<file path="config.mk">
export PLATFORM = sky130hd
export DESIGN_NAME = biphase_power_packet_decoder_top
export DESIGN_NICKNAME = d
export VERILOG_FILES = /design/src/hw/rtl/bppd_pkg.sv /design/src/hw/rtl/biphase_power_packet_decoder_top.sv
export VERILOG_INCLUDE_DIRS = /design/src /design/src/hw/rtl
export SDC_FILE = /design/constraint.sdc
export NUM_CORES = 1
export LEC_CHECK = 0
export CAP_MARGIN = 25
export CORE_MARGIN = 4
export CORE_UTILIZATION = 45
export DETAILED_ROUTE_END_ITERATION = 12
export DONT_BUFFER_PORTS = 1
export GPL_TIMING_DRIVEN = 1
export HOLD_SLACK_MARGIN = 0.1
export PLACE_DENSITY = 0.71
export SLEW_MARGIN = 20
export SYNTH_ARGS = -nofsm -noshare
export SYNTH_HDL_FRONTEND = slang
export SYNTH_SLANG_ARGS = --single-unit
</file>
<file path="constraint.sdc">
create_clock -name clk -period 3.6 [get_ports clk]
set_input_delay 0 -clock clk [delete_from_list [all_inputs] [get_ports clk]]
set_output_delay 0 -clock clk [all_outputs]
set_load 0.03 [all_outputs]
</file>
<file path="src/hw/rtl/assert_macros.svh">
// Assertion macros shared by the RTL of the biphase packet decoder.
// No dependencies; compiled out when SYNTH is defined.
`ifndef ASSERT_MACROS_SVH
`define ASSERT_MACROS_SVH
`ifndef SYNTH
// Property must hold at every clock edge outside reset.
`define ASSERT_CLK(label, clk, rst, prop, msg) \
  label: assert property (@(posedge clk) disable iff (rst) prop) else $error(msg);
// Expression must never be true outside reset.
`define ASSERT_NEVER(label, clk, rst, expr, msg) \
  label: assert property (@(posedge clk) disable iff (rst) !(expr)) else $error(msg);
`else
`define ASSERT_CLK(label, clk, rst, prop, msg)
`define ASSERT_NEVER(label, clk, rst, expr, msg)
`endif
`endif

</file>
<file path="src/hw/rtl/bppd_pkg.sv">
// Types, constants and the header length function of the biphase packet decoder.
// No dependencies.
`default_nettype none

package bppd_pkg;

  localparam int INTERVAL_WIDTH_DEFAULT = 16;
  localparam int CFG_WIDTH = 16;
  localparam int CFG_INDEX_WIDTH = 3;

  // configuration register indexes
  localparam logic [CFG_INDEX_WIDTH-1:0] REG_GLITCH_LIMIT  = 3'd0;
  localparam logic [CFG_INDEX_WIDTH-1:0] REG_SILENCE_LIMIT = 3'd1;
  localparam logic [CFG_INDEX_WIDTH-1:0] REG_FULL_BIT_MIN  = 3'd2;
  localparam logic [CFG_INDEX_WIDTH-1:0] REG_FULL_BIT_MAX  = 3'd3;
  localparam logic [CFG_INDEX_WIDTH-1:0] REG_HALF_BIT_MIN  = 3'd4;
  localparam logic [CFG_INDEX_WIDTH-1:0] REG_HALF_BIT_MAX  = 3'd5;

  // configuration reset values
  localparam logic [CFG_WIDTH-1:0] GLITCH_LIMIT_RST  = 16'd3;
  localparam logic [CFG_WIDTH-1:0] SILENCE_LIMIT_RST = 16'd80;
  localparam logic [CFG_WIDTH-1:0] FULL_BIT_MIN_RST  = 16'd40;
  localparam logic [CFG_WIDTH-1:0] FULL_BIT_MAX_RST  = 16'd60;
  localparam logic [CFG_WIDTH-1:0] HALF_BIT_MIN_RST  = 16'd18;
  localparam logic [CFG_WIDTH-1:0] HALF_BIT_MAX_RST  = 16'd32;

  // byte framing positions
  localparam logic [3:0] PARITY_POS = 4'd9;
  localparam logic [3:0] STOP_POS   = 4'd10;

  // seven preamble ones needed before the header start bit
  localparam logic [6:0] PREAMBLE_FULL = 7'h7F;

  // result status codes
  localparam logic [1:0] ST_BYTE   = 2'd0;
  localparam logic [1:0] ST_CK_OK  = 2'd1;
  localparam logic [1:0] ST_CK_BAD = 2'd2;

  typedef enum logic [2:0] {
    PH_PREAMBLE = 3'd0,
    PH_HEADER   = 3'd1,
    PH_MESSAGE  = 3'd2,
    PH_CHECKSUM = 3'd3,
    PH_DONE     = 3'd4
  } phase_t;

  typedef struct packed {
    phase_t      phase;
    logic [3:0]  bit_pos;
    logic [6:0]  pre_ones;
    logic [7:0]  shift;
    logic        parity;
    logic [4:0]  bytes_exp;
    logic [4:0]  bytes_rcv;
    logic [7:0]  run_xor;
  } dec_t;

  localparam dec_t DEC_CLEAR = '{
    phase:     PH_PREAMBLE,
    bit_pos:   4'd0,
    pre_ones:  7'd0,
    shift:     8'd0,
    parity:    1'b1,
    bytes_exp: 5'd0,
    bytes_rcv: 5'd0,
    run_xor:   8'd0
  };

  // header thresholds and offsets of the message length code
  localparam logic [7:0] HDR_ONE_LIM     = 8'h20;
  localparam logic [7:0] HDR_SIXTEEN_LIM = 8'h80;
  localparam logic [7:0] HDR_EIGHT_LIM   = 8'hE0;
  localparam logic [5:0] EIGHTH_OFS      = 6'd8;
  localparam logic [5:0] QUARTER_OFS     = 6'd36;

  // number of message bytes that a header announces (1..27)
  function automatic logic [4:0] msg_length(input logic [7:0] hdr);
    logic [5:0] len;
    begin
      if (hdr < HDR_ONE_LIM) begin
        len = 6'd1;
      end else if (hdr < HDR_SIXTEEN_LIM) begin
        len = {2'b00, hdr[7:4]};
      end else if (hdr < HDR_EIGHT_LIM) begin
        len = {1'b0, hdr[7:3]} - EIGHTH_OFS;
      end else begin
        len = hdr[7:2] - QUARTER_OFS;
      end
      return len[4:0];
    end
  endfunction

endpackage

`default_nettype wire

</file>
<file path="src/hw/rtl/biphase_power_packet_decoder_top.sv">
// Biphase power packet decoder: edge intervals in, packet bytes out.
// Depends on bppd_pkg and assert_macros.svh.
//
// Usage:
//   s_* channel: one beat per line edge interval; s_tdata holds interval_ticks
//     (bits above INTERVAL_WIDTH are ignored).
//   m_* channel: one beat per completed packet byte; m_tdata holds data_byte
//     and byte_index, m_tuser holds the status (byte, checksum good/bad).
//   cfg_* channel: register writes, always ready; write only while idle.
// Timing:
//   An accepted interval waits in the input register; as it advances it is
//   classified, updates the decoder and, when it completes a byte, loads the
//   result register that drives m_tvalid.
//   One interval per cycle is sustained while no result waits; the single
//   decode pass between the input and result registers sets that figure.
// Stall:
//   While a result waits (m_tvalid high, m_tready low) the input register
//   holds and no interval is decoded, byte or not; s_tready stays high until
//   the input register fills, then drops until the result drains.
// Reset (rst, synchronous): registers return to their default limits, the
//   decoder to the preamble phase, both beat registers empty.
`default_nettype none

`include "assert_macros.svh"

module biphase_power_packet_decoder_top
  import bppd_pkg::*;
#(
  parameter int INTERVAL_WIDTH = INTERVAL_WIDTH_DEFAULT
) (
  input  wire logic                                  clk,
  input  wire logic                                  rst,
  // input stream
  input  wire logic                                  s_tvalid,
  output logic                                       s_tready,
  input  wire logic [((INTERVAL_WIDTH+7)/8)*8-1:0]   s_tdata,   // [IW-1:0] interval_ticks
  // output stream
  output logic                                       m_tvalid,
  input  wire logic                                  m_tready,
  output logic [15:0]                                m_tdata,   // [7:0] data_byte,
                                                                // [12:8] byte_index
  output logic [1:0]                                 m_tuser,   // [1:0] status
  // configuration writes
  input  wire logic                                  cfg_valid,
  output logic                                       cfg_ready,
  input  wire logic [CFG_INDEX_WIDTH-1:0]            cfg_index,
  input  wire logic [CFG_WIDTH-1:0]                  cfg_data
);

  localparam int CMP_W = (INTERVAL_WIDTH > CFG_WIDTH) ? INTERVAL_WIDTH : CFG_WIDTH;

  // ---------------- configuration registers ----------------
  logic [CFG_WIDTH-1:0] glitch_limit, silence_limit;
  logic [CFG_WIDTH-1:0] full_bit_min, full_bit_max, half_bit_min, half_bit_max;

  assign cfg_ready = 1'b1;

  always_ff @(posedge clk) begin
    if (rst) begin
      glitch_limit  <= GLITCH_LIMIT_RST;
      silence_limit <= SILENCE_LIMIT_RST;
      full_bit_min  <= FULL_BIT_MIN_RST;
      full_bit_max  <= FULL_BIT_MAX_RST;
      half_bit_min  <= HALF_BIT_MIN_RST;
      half_bit_max  <= HALF_BIT_MAX_RST;
    end else if (cfg_valid && cfg_ready) begin
      unique case (cfg_index)
        REG_GLITCH_LIMIT:  glitch_limit  <= cfg_data;
        REG_SILENCE_LIMIT: silence_limit <= cfg_data;
        REG_FULL_BIT_MIN:  full_bit_min  <= cfg_data;
        REG_FULL_BIT_MAX:  full_bit_max  <= cfg_data;
        REG_HALF_BIT_MIN:  half_bit_min  <= cfg_data;
        REG_HALF_BIT_MAX:  half_bit_max  <= cfg_data;
        default: ;
      endcase
    end
  end

  // ---------------- input register ----------------
  logic                      in_valid;
  logic [INTERVAL_WIDTH-1:0] in_t;
  logic                      out_free;
  logic                      advance;

  assign out_free = !m_tvalid || m_tready;
  assign advance  = in_valid && out_free;
  assign s_tready = !in_valid || out_free;

  always_ff @(posedge clk) begin
    if (rst) begin
      in_valid <= 1'b0;
    end else if (s_tvalid && s_tready) begin
      in_valid <= 1'b1;
    end else if (advance) begin
      in_valid <= 1'b0;
    end
  end

  always_ff @(posedge clk) begin
    if (s_tvalid && s_tready) begin
      in_t <= s_tdata[INTERVAL_WIDTH-1:0];
    end
  end

  // ---------------- decoder state ----------------
  logic [INTERVAL_WIDTH-1:0] interval_now, interval_now_next;
  logic [INTERVAL_WIDTH-1:0] interval_before, interval_before_next;
  dec_t                      dec, dec_next;

  // ---------------- interval classification ----------------
  logic             take;        // interval above the glitch limit
  logic             cls_clear;   // silence or preamble out of range
  logic             bit_vld;
  logic             bit_val;
  logic [CMP_W-1:0] t_x, bef_x;
  logic [INTERVAL_WIDTH-1:0] cand_now, cand_before;
  logic             now_half, bef_half;

  always_comb begin
    t_x       = CMP_W'(in_t);
    bef_x     = CMP_W'(interval_now);
    take      = advance && (t_x > CMP_W'(glitch_limit));
    now_half  = (t_x > CMP_W'(half_bit_min)) && (t_x < CMP_W'(half_bit_max));
    bef_half  = (bef_x > CMP_W'(half_bit_min)) && (bef_x < CMP_W'(half_bit_max));
    cls_clear = 1'b0;
    bit_vld   = 1'b0;
    bit_val   = 1'b0;
    cand_now    = in_t;
    cand_before = interval_now;
    if (t_x > CMP_W'(silence_limit)) begin
      cls_clear = 1'b1;
    end else if ((dec.phase == PH_PREAMBLE) &&
                 ((t_x > CMP_W'(full_bit_max)) || (t_x < CMP_W'(half_bit_min)))) begin
      cls_clear = 1'b1;
    end else if ((t_x > CMP_W'(full_bit_min)) && (t_x < CMP_W'(full_bit_max))) begin
      bit_vld = 1'b1;
    end else if (now_half && bef_half) begin
      // two half intervals in a row form a one; the pair is consumed
      bit_vld     = 1'b1;
      bit_val     = 1'b1;
      cand_now    = '0;
      cand_before = '0;
    end
  end

  // ---------------- next decoder state ----------------
  logic       wipe;
  logic [2:0] data_idx;
  logic [4:0] rcv_inc;

  assign data_idx = 3'(dec.bit_pos - 4'd1);
  assign rcv_inc  = dec.bytes_rcv + 5'd1;

  always_comb begin
    dec_next             = dec;
    interval_now_next    = interval_now;
    interval_before_next = interval_before;
    wipe                 = 1'b0;
    if (take) begin
      interval_now_next    = cand_now;
      interval_before_next = cand_before;
      if (cls_clear) begin
        wipe = 1'b1;
      end else if (bit_vld) begin
        unique case (dec.phase)
          PH_PREAMBLE: begin
            if (!bit_val) begin
              if (dec.pre_ones == PREAMBLE_FULL) begin
                dec_next.phase   = PH_HEADER;
                dec_next.bit_pos = 4'd1;
                dec_next.shift   = 8'd0;
                dec_next.parity  = 1'b1;
              end else begin
                dec_next.pre_ones = 7'd0;
              end
            end else begin
              dec_next.pre_ones = {dec.pre_ones[5:0], 1'b1};
            end
          end
          PH_HEADER, PH_MESSAGE, PH_CHECKSUM: begin
            if (dec.bit_pos == 4'd0) begin
              if (bit_val) wipe = 1'b1;
              else dec_next.bit_pos = 4'd1;
            end else if (dec.bit_pos < PARITY_POS) begin
              if (bit_val) begin
                dec_next.shift[data_idx] = 1'b1;
                dec_next.parity          = !dec.parity;
              end
              dec_next.bit_pos = dec.bit_pos + 4'd1;
            end else if (dec.bit_pos == PARITY_POS) begin
              if (bit_val != dec.parity) wipe = 1'b1;
              else dec_next.bit_pos = STOP_POS;
            end else if (!bit_val) begin
              wipe = 1'b1;
            end else begin
              // stop bit: byte complete
              dec_next.shift   = 8'd0;
              dec_next.parity  = 1'b1;
              dec_next.bit_pos = 4'd0;
              unique case (dec.phase)
                PH_HEADER: begin
                  dec_next.bytes_exp = msg_length(dec.shift);
                  dec_next.bytes_rcv = 5'd0;
                  dec_next.run_xor   = dec.shift;
                  dec_next.phase     = PH_MESSAGE;
                end
                PH_MESSAGE: begin
                  dec_next.run_xor   = dec.run_xor ^ dec.shift;
                  dec_next.bytes_rcv = rcv_inc;
                  if (rcv_inc >= dec.bytes_exp) dec_next.phase = PH_CHECKSUM;
                end
                default: dec_next.phase = PH_DONE;
              endcase
            end
          end
          // done phase and unused codes: the next bit restarts the search
          default: wipe = 1'b1;
        endcase
      end
    end
    if (wipe) begin
      dec_next             = DEC_CLEAR;
      interval_now_next    = '0;
      interval_before_next = '0;
    end
  end

  always_ff @(posedge clk) begin
    if (rst) begin
      dec             <= DEC_CLEAR;
      interval_now    <= '0;
      interval_before <= '0;
    end else begin
      dec             <= dec_next;
      interval_now    <= interval_now_next;
      interval_before <= interval_before_next;
    end
  end

  // ---------------- result ----------------
  logic       emit;
  logic [4:0] res_index;
  logic [1:0] res_status;

  always_comb begin
    emit = take && !cls_clear && bit_vld && bit_val && (dec.bit_pos >= STOP_POS) &&
           ((dec.phase == PH_HEADER) || (dec.phase == PH_MESSAGE) ||
            (dec.phase == PH_CHECKSUM));
    res_index  = 5'd0;
    res_status = ST_BYTE;
    unique case (dec.phase)
      PH_MESSAGE: res_index = rcv_inc;
      PH_CHECKSUM: begin
        res_index  = dec.bytes_exp + 5'd1;
        res_status = (dec.run_xor == dec.shift) ? ST_CK_OK : ST_CK_BAD;
      end
      default: res_index = 5'd0;
    endcase
  end

  logic [7:0] out_byte;
  logic [4:0] out_index;
  logic [1:0] out_status;

  always_ff @(posedge clk) begin
    if (rst) begin
      m_tvalid <= 1'b0;
    end else if (advance && emit) begin
      m_tvalid <= 1'b1;
    end else if (m_tready) begin
      m_tvalid <= 1'b0;
    end
  end

  always_ff @(posedge clk) begin
    if (advance && emit) begin
      out_byte   <= dec.shift;
      out_index  <= res_index;
      out_status <= res_status;
    end
  end

  assign m_tdata = {3'b000, out_index, out_byte};
  assign m_tuser = out_status;

  // ---------------- assertions ----------------
  `ASSERT_CLK(a_in_hold, clk, rst, (in_valid && !advance) |=> (in_valid && $stable(in_t)), "input beat lost while stalled")
  `ASSERT_NEVER(a_status_code, clk, rst, m_tvalid && (m_tuser != ST_BYTE) && (m_tuser != ST_CK_OK) && (m_tuser != ST_CK_BAD), "illegal status code")
  `ASSERT_CLK(a_ck_done, clk, rst, (advance && emit && (res_status != ST_BYTE)) |=> (dec.phase == PH_DONE), "checksum byte did not end packet")
  `ASSERT_CLK(a_header_first, clk, rst, (advance && emit && (dec.phase == PH_HEADER)) |=> (m_tdata[12:8] == 5'd0), "header index not zero")
  `ASSERT_NEVER(a_bitpos_range, clk, rst, dec.bit_pos > STOP_POS, "bit position past stop bit")

endmodule

`default_nettype wire

</file>
==> results.toml <==
[power]
ir_worst_vdd_mv = 0.3260
switchingPower_mw = 1.305
p_per_area_nw_per_um2 = 391.8
p_total_mw = 4.860
combPwrFrac = 0.131
p_seq_frac = 0.455
p_int_mw = 3.555
p_clk_frac = 0.414
p_sw_frac = 0.2685
leakage_nw = 4.725

[logic_synthesis]
yosys.cell_types.count = 69
avgSynthCellArea_um2 = 8.309
synth_compound_gate_area_share = 0.1666
yosys_warnings = 0
yosysTopAreaCellShare = 0.2920
synth_edf_count = 31
syn_inst = 1279
ys_top_cells_by_count = "nand2_1 (246), a21oi_1 (174), dfxtp_1 (155)"
synth_top_family_by_area = "simple AND/OR/NAND/NOR gates"
synth-async-reset-ratio = 0
yosys.area_share.simple = 0.2057
synth_top_area_cell = "dfxtp_1"
synth_seq_area_share = 0.3796
yosysMostFrequentCell = "nand2_1"
synthMuxAreaShare = 0.008947
syn-cell-area_um2 = 10630
synth-seq-cells = 186
synth_fa_ha_area_frac = 0.1613
ys.flop_type = "dfxtp_1"
yosys.area_share.xor_xnor = 0.01401
synthTopCellsByArea = "dfxtp_1 (29%), ha_1 (16%), edfxtp_1 (8.8%), nand2_1 (8.7%), a21oi_1 (8.2%)"

[critical_path]
r2r_end = "dec[12]$_SDFFE_PP0P_"
endpoint = "dec[12]$_SDFFE_PP0P_"
max_stage_delay_ns = 0.56
path_class = "reg2reg"
start_kind = "register"
crit_required_ns = 3.92
r2r_slack_ns = 0.07
reg2reg_from = "in_t[13]$_DFFE_PP_"
crit_path_cell_trace = "buf_6 > ha_4 > a211oi_2 > o21ai_1 > or4_4 > a21oi_2 > nand4_2 > nor3b_4 > nand2_4 > mux2_4 > o21ai_4 > buf_6 > buf_6 > a21oi_1"
crit_top_cell = "buf_6"
crit_slowest_cell = "edfxtp_1"
crit_path_end_kind = "register"
crit_start = "in_t[13]$_DFFE_PP_"
crit_path_max_fanout = 7
r2r_cells = 14
cp.arrival_ns = 3.85

[cts]
clk_latency_ns = 0.44
clk_pin_slew_ns = 0.07
cts_made_buffers = 17
cts_tree = "built"
root_buffer = "clkbuf_16"
ctsHtreeMaxLevel = 4
cts_max_path_buffers = 2
cts.sinks = 186

[routing]
drt-initial-drc-count = 783
routed_wl_um = 29740
wl_per_cell_um = 17.84
viasPerCell = 5.593
vias = 9323
remaining_drc_errors = 0
firstDrtPassIters = 5
drtAntennaViolNets = 0

[sta]
tightest_slew_ns = 0.8829
relSlewSlack = 0.4098
fmax_mhz = 283.4
final-setup-viol-count = 0
finalCritPeriodShare = 0.9800
tns_ns = 0
period_needed_ns = 3.528
slew_violations = 0
rsz0062_at_grt = "yes"
finalHoldViolations = 0
clock-skew-final_ns = 0.01219
worst_slack_ns = 0.07192

[cells_and_area]
syn2layout_area_growth_pct = 16.73
fin_nets = 1516
register_area_um2 = 4034
drive_gt1_frac = 0.08802
n_fill_cell = 2002
multiInputGateArea_um2 = 6026

[placed_design]
post-place-ws_ns = -0.02174
io_buffers = 0
hpwl_um = 21130
routabilityCongestion = 0.9575

[global_route]
track_usage = 0.2245
gr-usage-met1 = 0.3023
use_met3 = 0.04846
first_global_vias = 8900
busiest_layer = "met2"
grt_antenna_before_repair = 4
grtUsageMet2 = 0.3634
grt_overflow = 0
grt_start_max_net_pins = 100
grt_pass1_wl_um = 47200

[min_path]
min_path_type = "in2reg"
min_path_cells = 3

[floorplanning]
chipWidth_um = 161.7
row_count = 55
fp.dieArea_um2 = 26140
core_region_area_um2 = 22920
pin_count = 61
start_util = 0.4638
die_h_um = 161.7

[job]
maxCapViolCount = 0

[status]
outcome = "finished clean"
layer usage:
layer / vias up / part of all wire
met5: - / 0.00081
met4: 4 / 0.028
met3: 67 / 0.067
met2: 302 / 0.46
met1: 4361 / 0.44
li1: 4589 / -
area by class of cell:
| cell class | instances | share of cell area |
|---|---|---|
| tap | 313 | 0.03157 |
| sequential | 186 | 0.3252 |
| clock inverter | 15 | 0.01654 |
| timing repair buffer | 100 | 0.07423 |
| inverter | 106 | 0.03207 |
| clock buffer | 17 | 0.03429 |
| multi-input combinational | 928 | 0.4857 |
| antenna | 2 | 0.0004034 |
kinds of logic after synthesis:
kind of cell	count (synthesis)
DFF	186
adders and majority gates	137
buffers and inverters	167
AOI/OAI and AO/OA	297
xor gates and xnor gates	17
and+or+nand+nor	464
muxes	9
other	2
how the worst min path moves through the flow:
stage	from	endpoint	slack (ns)
2_1_floorplan	s_tdata[0]	in_t[0]$_DFFE_PP_	0.1
3_3_place_gp	rst	half_bit_min[3]$_SDFFE_PP0P_	0.08
3_5_place_dp	rst	half_bit_min[0]$_SDFFE_PP0P_	0.08
4_1_cts	cfg_index[2]	full_bit_min[9]$_SDFFE_PP0P_	0.12
5_1_grt	cfg_index[2]	full_bit_min[12]$_SDFFE_PP0P_	0.16
6_report	cfg_index[0]	full_bit_max[9]$_SDFFE_PP0P_	0.13
stage by stage:
stage	cell area, um^2	hold slack [ns]	instances	util
2_1_floorplan	10640	0.09887	1281	-
3_3_place_gp	11040	0.07706	1568	0.4818
3_5_place_dp	11040	0.07751	1568	0.4818
4_1_cts	12130	0.1227	1645	0.5295
5_1_grt	12400	0.1592	1665	0.5411
6_report	12410	0.1314	1667	0.5414
registers in the layout, indices dropped and copies added (netlist names), 5 cells and up:
name and cells:
glitch_limit 16, out_index 5, full_bit_max 16, bef_x 16, full_bit_min 16, half_bit_min 16, silence_limit 16, half_bit_max 16
in_t 16, out_byte 8, dec 41
critical path: cells and delay by family, from the launching register on:
| kind | cells | cell delay, ns |
|---|---|---|
| muxes | 1 | 0.33 |
| and+or+nand+nor | 4 | 1.07 |
| AOI/OAI and AO/OA | 5 | 0.73 |
| buffers and inverters | 3 | 0.48 |
| adders and majority gates | 1 | 0.21 |
| DFF | 1 | 0.56 |
layout by cell type, fill, tap and decap left out, drive strengths merged, types with 13 or more instances in the layout:
cell         count
nand4           31
edfxtp          31
inv            112
nand3           44
nor2            52
nor3b           13
nor2b           14
ha             137
o21ai           31
o211ai          16
nor3            13
nand2          247
a21oi          177
dfxtp          155
buf             59
clkbuf          17
dlygate4sd3     41
power by group through the flow:
stage / combinational [mW] / clock (mW) / sequential [mW]
after floorplan: 0.368 / 0 / 2.24
after global placement: 0.470 / 0 / 2.26
after detailed placement: 0.485 / 0 / 2.26
after CTS: 0.577 / 2.03 / 2.21
after global routing: 0.707 / 2.13 / 2.22
final: 0.638 / 2.01 / 2.21
what timing repair did:
item / in CTS / in global routing
gates cloned: 0 / 0
endpoints found under the hold margin: 119 / 0
pin swaps: 1 / 18
endpoints found under the setup margin: 32 / 57
gates resized for setup: 0 / 27
hold buffers: 42 / 0
setup buffers: 3 / 20
Note: power is estimated with default switching activity, not from simulation.
